--- config.mk ---
export PLATFORM = sky130hd
export DESIGN_NAME = delta_table_yuv411_word_decoder
export DESIGN_NICKNAME = d
export VERILOG_FILES = /design/src/sv/dtyuv_pkg.sv /design/src/sv/dtyuv_decode.sv /design/src/sv/delta_table_yuv411_word_decoder.sv
export SDC_FILE = /design/constraint.sdc
export NUM_CORES = 1
export LEC_CHECK = 0
export BUFFER_PORTS_ARGS = -buffer_cell sky130_fd_sc_hd__buf_2
export CAP_MARGIN = 5
export CELL_PAD_IN_SITES_DETAIL_PLACEMENT = 0
export CELL_PAD_IN_SITES_GLOBAL_PLACEMENT = 1
export CORE_UTILIZATION = 40
export CTS_CLUSTER_DIAMETER = 200
export DETAILED_ROUTE_END_ITERATION = 16
export GPL_ROUTABILITY_DRIVEN = 0
export PLACE_DENSITY_LB_ADDON = 0.1
export SLEW_MARGIN = 20
export SYNTH_ARGS = -nofsm -noshare
export SYNTH_HDL_FRONTEND = slang
export SYNTH_SLANG_ARGS = --single-unit
--- constraint.sdc ---
create_clock -name clk -period 4.8 [get_ports clk]
set_input_delay 0.96 -clock clk [delete_from_list [all_inputs] [get_ports clk]]
set_output_delay 0.96 -clock clk [all_outputs]
set_load 0.005 [all_outputs]
--- src/sv/dtyuv_pkg.sv ---
// Shared types, delta table and helpers for the delta-table YUV 4:1:1 word decoder.
package dtyuv_pkg;

  localparam int unsigned ValW   = 7;
  localparam int unsigned CodeW  = 5;
  localparam int unsigned WordW  = 32;
  localparam int unsigned SampW  = 8;
  localparam int unsigned NumSamp = 6;
  localparam int unsigned OutW   = SampW * NumSamp;

  // Bit positions of the six codes in the half-swapped word
  localparam int unsigned PosY0 = 0;
  localparam int unsigned PosY1 = 5;
  localparam int unsigned PosY2 = 10;
  localparam int unsigned PosY3 = 16;
  localparam int unsigned PosU  = 21;
  localparam int unsigned PosV  = 26;

  typedef logic [ValW-1:0]  val_t;
  typedef logic [CodeW-1:0] code_t;

  // Running values carried from one word to the next
  typedef struct packed {
    val_t luma;
    val_t u;
    val_t v;
  } state_t;

  // Decoded values of one word, before scaling to samples
  typedef struct packed {
    val_t y0;
    val_t y1;
    val_t y2;
    val_t y3;
    val_t u;
    val_t v;
  } samples_t;

  // Nonlinear delta table, indexed by code
  localparam val_t DeltaTab [32] = '{
    7'd0,   7'd1,   7'd2,   7'd3,   7'd4,   7'd5,   7'd6,   7'd7,
    7'd8,   7'd9,   7'd12,  7'd15,  7'd20,  7'd25,  7'd34,  7'd46,
    7'd64,  7'd82,  7'd94,  7'd103, 7'd108, 7'd113, 7'd116, 7'd119,
    7'd120, 7'd121, 7'd122, 7'd123, 7'd124, 7'd125, 7'd126, 7'd127
  };

  // Add a table delta, wrapping modulo 128
  function automatic val_t add_delta(input val_t base, input code_t code);
    add_delta = base + DeltaTab[code];
  endfunction

  // Absolute load: code times 4, modulo 128
  function automatic val_t load_abs(input code_t code);
    load_abs = {code, 2'b00};
  endfunction

  // Scale a value to an 8-bit sample
  function automatic logic [SampW-1:0] to_sample(input val_t value);
    to_sample = {value, 1'b0};
  endfunction

endpackage

--- src/sv/dtyuv_decode.sv ---
// Combinational decode of one word: half swap, code extraction and delta chain.
module dtyuv_decode (
  input  logic [dtyuv_pkg::WordW-1:0] word,
  input  logic                        row_start,
  input  dtyuv_pkg::state_t           state,
  output dtyuv_pkg::state_t           state_next,
  output dtyuv_pkg::samples_t         samples
);

  logic [dtyuv_pkg::WordW-1:0] swapped;
  dtyuv_pkg::code_t c_y0, c_y1, c_y2, c_y3, c_u, c_v;
  dtyuv_pkg::val_t  y0, y1, y2, y3, u, v;

  // Exchange the 16-bit halves, then slice out the six codes
  assign swapped = {word[15:0], word[31:16]};
  assign c_y0 = swapped[dtyuv_pkg::PosY0 +: dtyuv_pkg::CodeW];
  assign c_y1 = swapped[dtyuv_pkg::PosY1 +: dtyuv_pkg::CodeW];
  assign c_y2 = swapped[dtyuv_pkg::PosY2 +: dtyuv_pkg::CodeW];
  assign c_y3 = swapped[dtyuv_pkg::PosY3 +: dtyuv_pkg::CodeW];
  assign c_u  = swapped[dtyuv_pkg::PosU  +: dtyuv_pkg::CodeW];
  assign c_v  = swapped[dtyuv_pkg::PosV  +: dtyuv_pkg::CodeW];

  // Load absolute values on a row start, otherwise accumulate deltas
  always_comb begin
    if (row_start) begin
      y0 = dtyuv_pkg::load_abs(c_y0);
      u  = dtyuv_pkg::load_abs(c_u);
      v  = dtyuv_pkg::load_abs(c_v);
    end else begin
      y0 = dtyuv_pkg::add_delta(state.luma, c_y0);
      u  = dtyuv_pkg::add_delta(state.u, c_u);
      v  = dtyuv_pkg::add_delta(state.v, c_v);
    end
  end

  // Chain the later luma values
  assign y1 = dtyuv_pkg::add_delta(y0, c_y1);
  assign y2 = dtyuv_pkg::add_delta(y1, c_y2);
  assign y3 = dtyuv_pkg::add_delta(y2, c_y3);

  assign state_next.luma = y3;
  assign state_next.u    = u;
  assign state_next.v    = v;

  assign samples.y0 = y0;
  assign samples.y1 = y1;
  assign samples.y2 = y2;
  assign samples.y3 = y3;
  assign samples.u  = u;
  assign samples.v  = v;

endmodule

--- src/sv/delta_table_yuv411_word_decoder.sv ---
// Top level of the delta-table YUV 4:1:1 word decoder: input register, decode, result register.
// An accepted request passes through the input register and then the result register to the master side.
// Throughput: one word per cycle while the master side does not stall; the delta chain between
//   input and result register sets the cycle time.
// Reset (rst, synchronous, active high) empties both stages and clears the running
//   luma and chroma values to zero.
module delta_table_yuv411_word_decoder (
  input  logic                         clk,
  input  logic                         rst,
  input  logic                         s_axis_tvalid,
  output logic                         s_axis_tready,
  input  logic [dtyuv_pkg::WordW-1:0]  s_axis_tdata,   // [31:0] packed_word
  input  logic [0:0]                   s_axis_tuser,   // [0] row_start
  output logic                         m_axis_tvalid,
  input  logic                         m_axis_tready,
  output logic [dtyuv_pkg::OutW-1:0]   m_axis_tdata    // luma0, luma1, luma2, luma3,
                                                       // chroma_u, chroma_v (8 bits each)
);

  logic                        in_valid;
  logic [dtyuv_pkg::WordW-1:0] in_word;
  logic                        in_start;
  logic                        out_valid;
  logic [dtyuv_pkg::OutW-1:0]  out_data;
  dtyuv_pkg::state_t           state;
  dtyuv_pkg::state_t           state_next;
  dtyuv_pkg::samples_t         samples;
  logic                        advance;

  // Move the held request into the result register when that register frees up
  assign advance       = in_valid && (!out_valid || m_axis_tready);
  assign s_axis_tready = !in_valid || advance;

  // Input register
  always_ff @(posedge clk) begin
    if (rst) begin
      in_valid <= 1'b0;
    end else if (s_axis_tready) begin
      in_valid <= s_axis_tvalid;
    end
    if (s_axis_tvalid && s_axis_tready) begin
      in_word  <= s_axis_tdata;
      in_start <= s_axis_tuser[0];
    end
  end

  dtyuv_decode u_decode (
    .word       (in_word),
    .row_start  (in_start),
    .state      (state),
    .state_next (state_next),
    .samples    (samples)
  );

  // Update running values as each request leaves the input register
  always_ff @(posedge clk) begin
    if (rst) begin
      state <= '0;
    end else if (advance) begin
      state <= state_next;
    end
  end

  // Result register: hold while stalled, load on advance
  always_ff @(posedge clk) begin
    if (rst) begin
      out_valid <= 1'b0;
    end else if (advance) begin
      out_valid <= 1'b1;
    end else if (m_axis_tready) begin
      out_valid <= 1'b0;
    end
    if (advance) begin
      out_data <= {dtyuv_pkg::to_sample(samples.v),
                   dtyuv_pkg::to_sample(samples.u),
                   dtyuv_pkg::to_sample(samples.y3),
                   dtyuv_pkg::to_sample(samples.y2),
                   dtyuv_pkg::to_sample(samples.y1),
                   dtyuv_pkg::to_sample(samples.y0)};
    end
  end

  assign m_axis_tvalid = out_valid;
  assign m_axis_tdata  = out_data;

endmodule
==> flow_summary.json <==
{
  "outcome": "finished with violations",
  "violations": "setup timing",
  "syn_to_final_growth_pct": 27.6,
  "vdd_ir_drop_max_mv": 0.286,
  "setup_viol": 2,
  "synth-seq-cells": 96,
  "drtIter0Drc": 293,
  "rrSetupSlack_ns": -0.13,
  "leakage_uw": 0.00350,
  "n_fill_cell": 1380,
  "drive_above_1_share_pct": 29.6,
  "final_cells": 1016,
  "core_mm2": 0.0154,
  "worstPathArrival_ns": 5.17,
  "r2r_start": "in_word[16]",
  "fmax_mhz": 203,
  "ys.flop_type": "edfxtp_1",
  "hold_depth": 2,
  "cts_buffers": 9,
  "finalHoldViolCount": 0,
  "syn_area_mm2": 0.00638,
  "portBuffers": 78,
  "num_antenna_cells": 0,
  "synth-edff-count": 73,
  "fp.dieArea_mm2": 0.0165,
  "grt_max_degree": 36,
  "holdWs_ns": 0.465,
  "final_cell_area_mm2": 0.00814,
  "clkTransAtPathRegs_ns": 0.07,
  "avgSynthCellArea_um2": 9.53,
  "timing.rr.end": "state[20]",
  "holdBufCountCts": 0,
  "cts.sink_count": 96,
  "die_w_um": 128,
  "cp_max_fo": 4,
  "clk_path_buf_depth": 2,
  "vias_per_cell": 5.17,
  "hold_class": "flip-flop to flip-flop",
  "start_kind": "flip-flop",
  "synth_top_area_share_pct": 34.3,
  "totalNegativeSetupSlack_ns": -0.221,
  "ys_top_cells_by_area": "edfxtp_1, ha_1, dfxtp_1",
  "setup_ws_ns": -0.129,
  "crit_start": "in_word[16]",
  "vias": 5256,
  "ios": 87,
  "placementRows": 45,
  "final_core_util_pct": 53.0,
  "grt_pass1_vias": 5085,
  "drc": 0,
  "ff2ff_path_depth": 21,
  "ant_nets": 0,
  "drv_slew": 0,
  "cp.required_ns": 5.04,
  "root_buffer": "clkbuf_16",
  "yosysSeqAreaShare_pct": 41.6,
  "synth_cells": 670,
  "slew_headroom_pct": 60.1,
  "cts_tree": "done",
  "clk_latency_ns": 0.35,
  "min_to": "state[7]",
  "grt.total_usage_pct": 18.7,
  "firstDrtPassIters": 4,
  "min_from": "state[7]",
  "async_flop_share_pct": 0,
  "finalClockSkew_ns": 0.00933,
  "start_util_pct": 41.5,
  "endpoint_kind": "flip-flop",
  "h-tree-depth": 3,
  "power.density_mw_per_mm2": 528,
  "wl_um": 14700,
  "worst_pin_slew_ns": 0.599,
  "dp.cells": 976,
  "antenna_found_initial": 0,
  "rsz0062_at_grt": "true",
  "die-height_um": 128,
  "synth_area_leader_cell": "edfxtp_1",
  "place_area_mm2": 0.00728,
  "hpwl_um": 10200,
  "path_class": "flip-flop to flip-flop",
  "final.min_clock_period_ns": 4.93,
  "wl_per_cell_um": 14.5,
  "yosys_warnings": 0,
  "synth_cell_types": 55,
  "grt.overflow.total": 0,
  "fin_nets": 909,
  "fin_crit_sh_pct": 103,
  "cap_violations": 0,
  "grt_pass1_wl_um": 24100
}
-- repair_timing --
item	CTS	global route
setup endpoints to repair	4	7
buffers inserted	25	4
resized for setup	38	33
endpoints found under the hold margin	0	0
pin swaps	29	30
cloned	0	0
-- per-layer routing --
layer | GRT usage (%) | part of all wire (%) | vias to the layer above
li1 | - | - | 2630
met1 | 22.5 | 44 | 2480
met2 | 33.1 | 51 | 121
met3 | 2.66 | 3.4 | 25
met4 | 8.44 | 2.3 | 0
met5 | 0 | 0 | -
-- through the flow --
step	power (µW)	worst slack, ns
after floorplan	2190	0.0114
after global placement	2880	-0.331
after detailed placement	2910	-0.455
after CTS	4030	-0.137
after global routing	4590	-0.321
final	4300	-0.129
-- layout by cell type (no fill, tap or decap), drive strengths merged, types with 3 or more instances in the layout --
cell type | Yosys | layout
o21ai | 62 | 62
o21a | 6 | 6
nand4 | 3 | 3
o21bai | 7 | 7
nand2b | 4 | 4
buf | 7 | 153
a21oi | 64 | 64
mux2i | 5 | 5
a22oi | 9 | 9
mux2 | 5 | 5
nor3 | 10 | 10
nor2 | 33 | 33
nand3 | 13 | 13
conb | 1 | 6
and2 | 3 | 3
dfxtp | 23 | 23
a21o | 15 | 15
xnor2 | 21 | 21
o211ai | 3 | 3
o22ai | 19 | 19
a211oi | 3 | 3
xor2 | 12 | 12
o32ai | 3 | 3
or3 | 8 | 8
ha | 66 | 66
fa | 6 | 6
nand2 | 61 | 61
clkbuf | 32 | 13
nor2b | 12 | 12
inv | 59 | 61
edfxtp | 73 | 73
-- where the power goes --
group          internal [µW]  switching [µW]  total, µW
logic                   1300            1090       2390
clock network            401             321        722
registers               1100            78.3       1180
-- critical path, stage by stage, from the launching register on --
cell	delay, ns
edfxtp_1	0.44
ha_2	0.19
or3_4	0.36
o21ai_2	0.08
a21oi_2	0.08
ha_2	0.19
fa_2	0.53
nand2_2	0.07
fa_2	0.60
inv_2	0.07
ha_4	0.23
a21o_1	0.18
a21oi_2	0.21
nor2b_2	0.08
a221oi_4	0.33
xnor2_4	0.17
ha_4	0.23
o21a_1	0.11
nor2_2	0.12
xnor2_2	0.15
nor4_2	0.06
a311o_1	0.33
-- kinds of logic after synthesis --
kind of cell    Yosys count  synth area share, %
mux                      10                 1.72
simple gates            156                 11.4
other cells               1               0.0587
fa+ha+maj                72                 14.8
xor+xnor                 34                 5.00
compound gates          203                 19.3
buf+inv                  98                 6.13
flops                    96                 41.6
-- registers in the layout (all words and copies together) (netlist names) --
register and cells:
m_axis_tdata 42, in_word 30, state 21, in_start 1, in_valid 1, m_axis_tvalid 1
-- area by class of cell --
type	instances	area, µm²	area share [%]
well taps	211	264	3.24
clock buffers	13	272	3.33
inverters	59	221	2.72
clock inverters	3	22.5	0.277
flip-flops and latches	96	2650	32.6
multi-input cells	481	3750	46.1
repair buffers	153	961	11.8
-- cell usage after synthesis, types with 3 or more instances --
cell type,number
and2_1,3
nand2b_1,4
xor2_1,11
a21oi_2,3
buf_4,6
dfxtp_1,23
inv_1,59
a21o_1,15
nand2_1,61
o21ai_1,3
o21a_1,6
fa_1,6
a22oi_1,9
o21bai_1,7
mux2_2,4
clkbuf_1,32
edfxtp_1,73
o22ai_1,19
xnor2_1,21
a21oi_1,61
a211oi_1,3
nor2_1,33
o21ai_0,59
nor2b_1,12
o211ai_1,3
o32ai_1,3
ha_1,66
or3_1,8
nand3_1,13
nor3_1,10
mux2i_1,5
-- worst max path at each step --
stage	cells past startpoint	slack [ns]	to
after floorplan	23	0.01	state[20]
after global placement	21	-0.33	m_axis_tdata[31]
after detailed placement	23	-0.45	state[20]
after CTS	27	-0.14	m_axis_tdata[10]
after global routing	25	-0.32	state[20]
final	21	-0.13	state[20]
No activity file was read; power rests on OpenSTA's default activity.
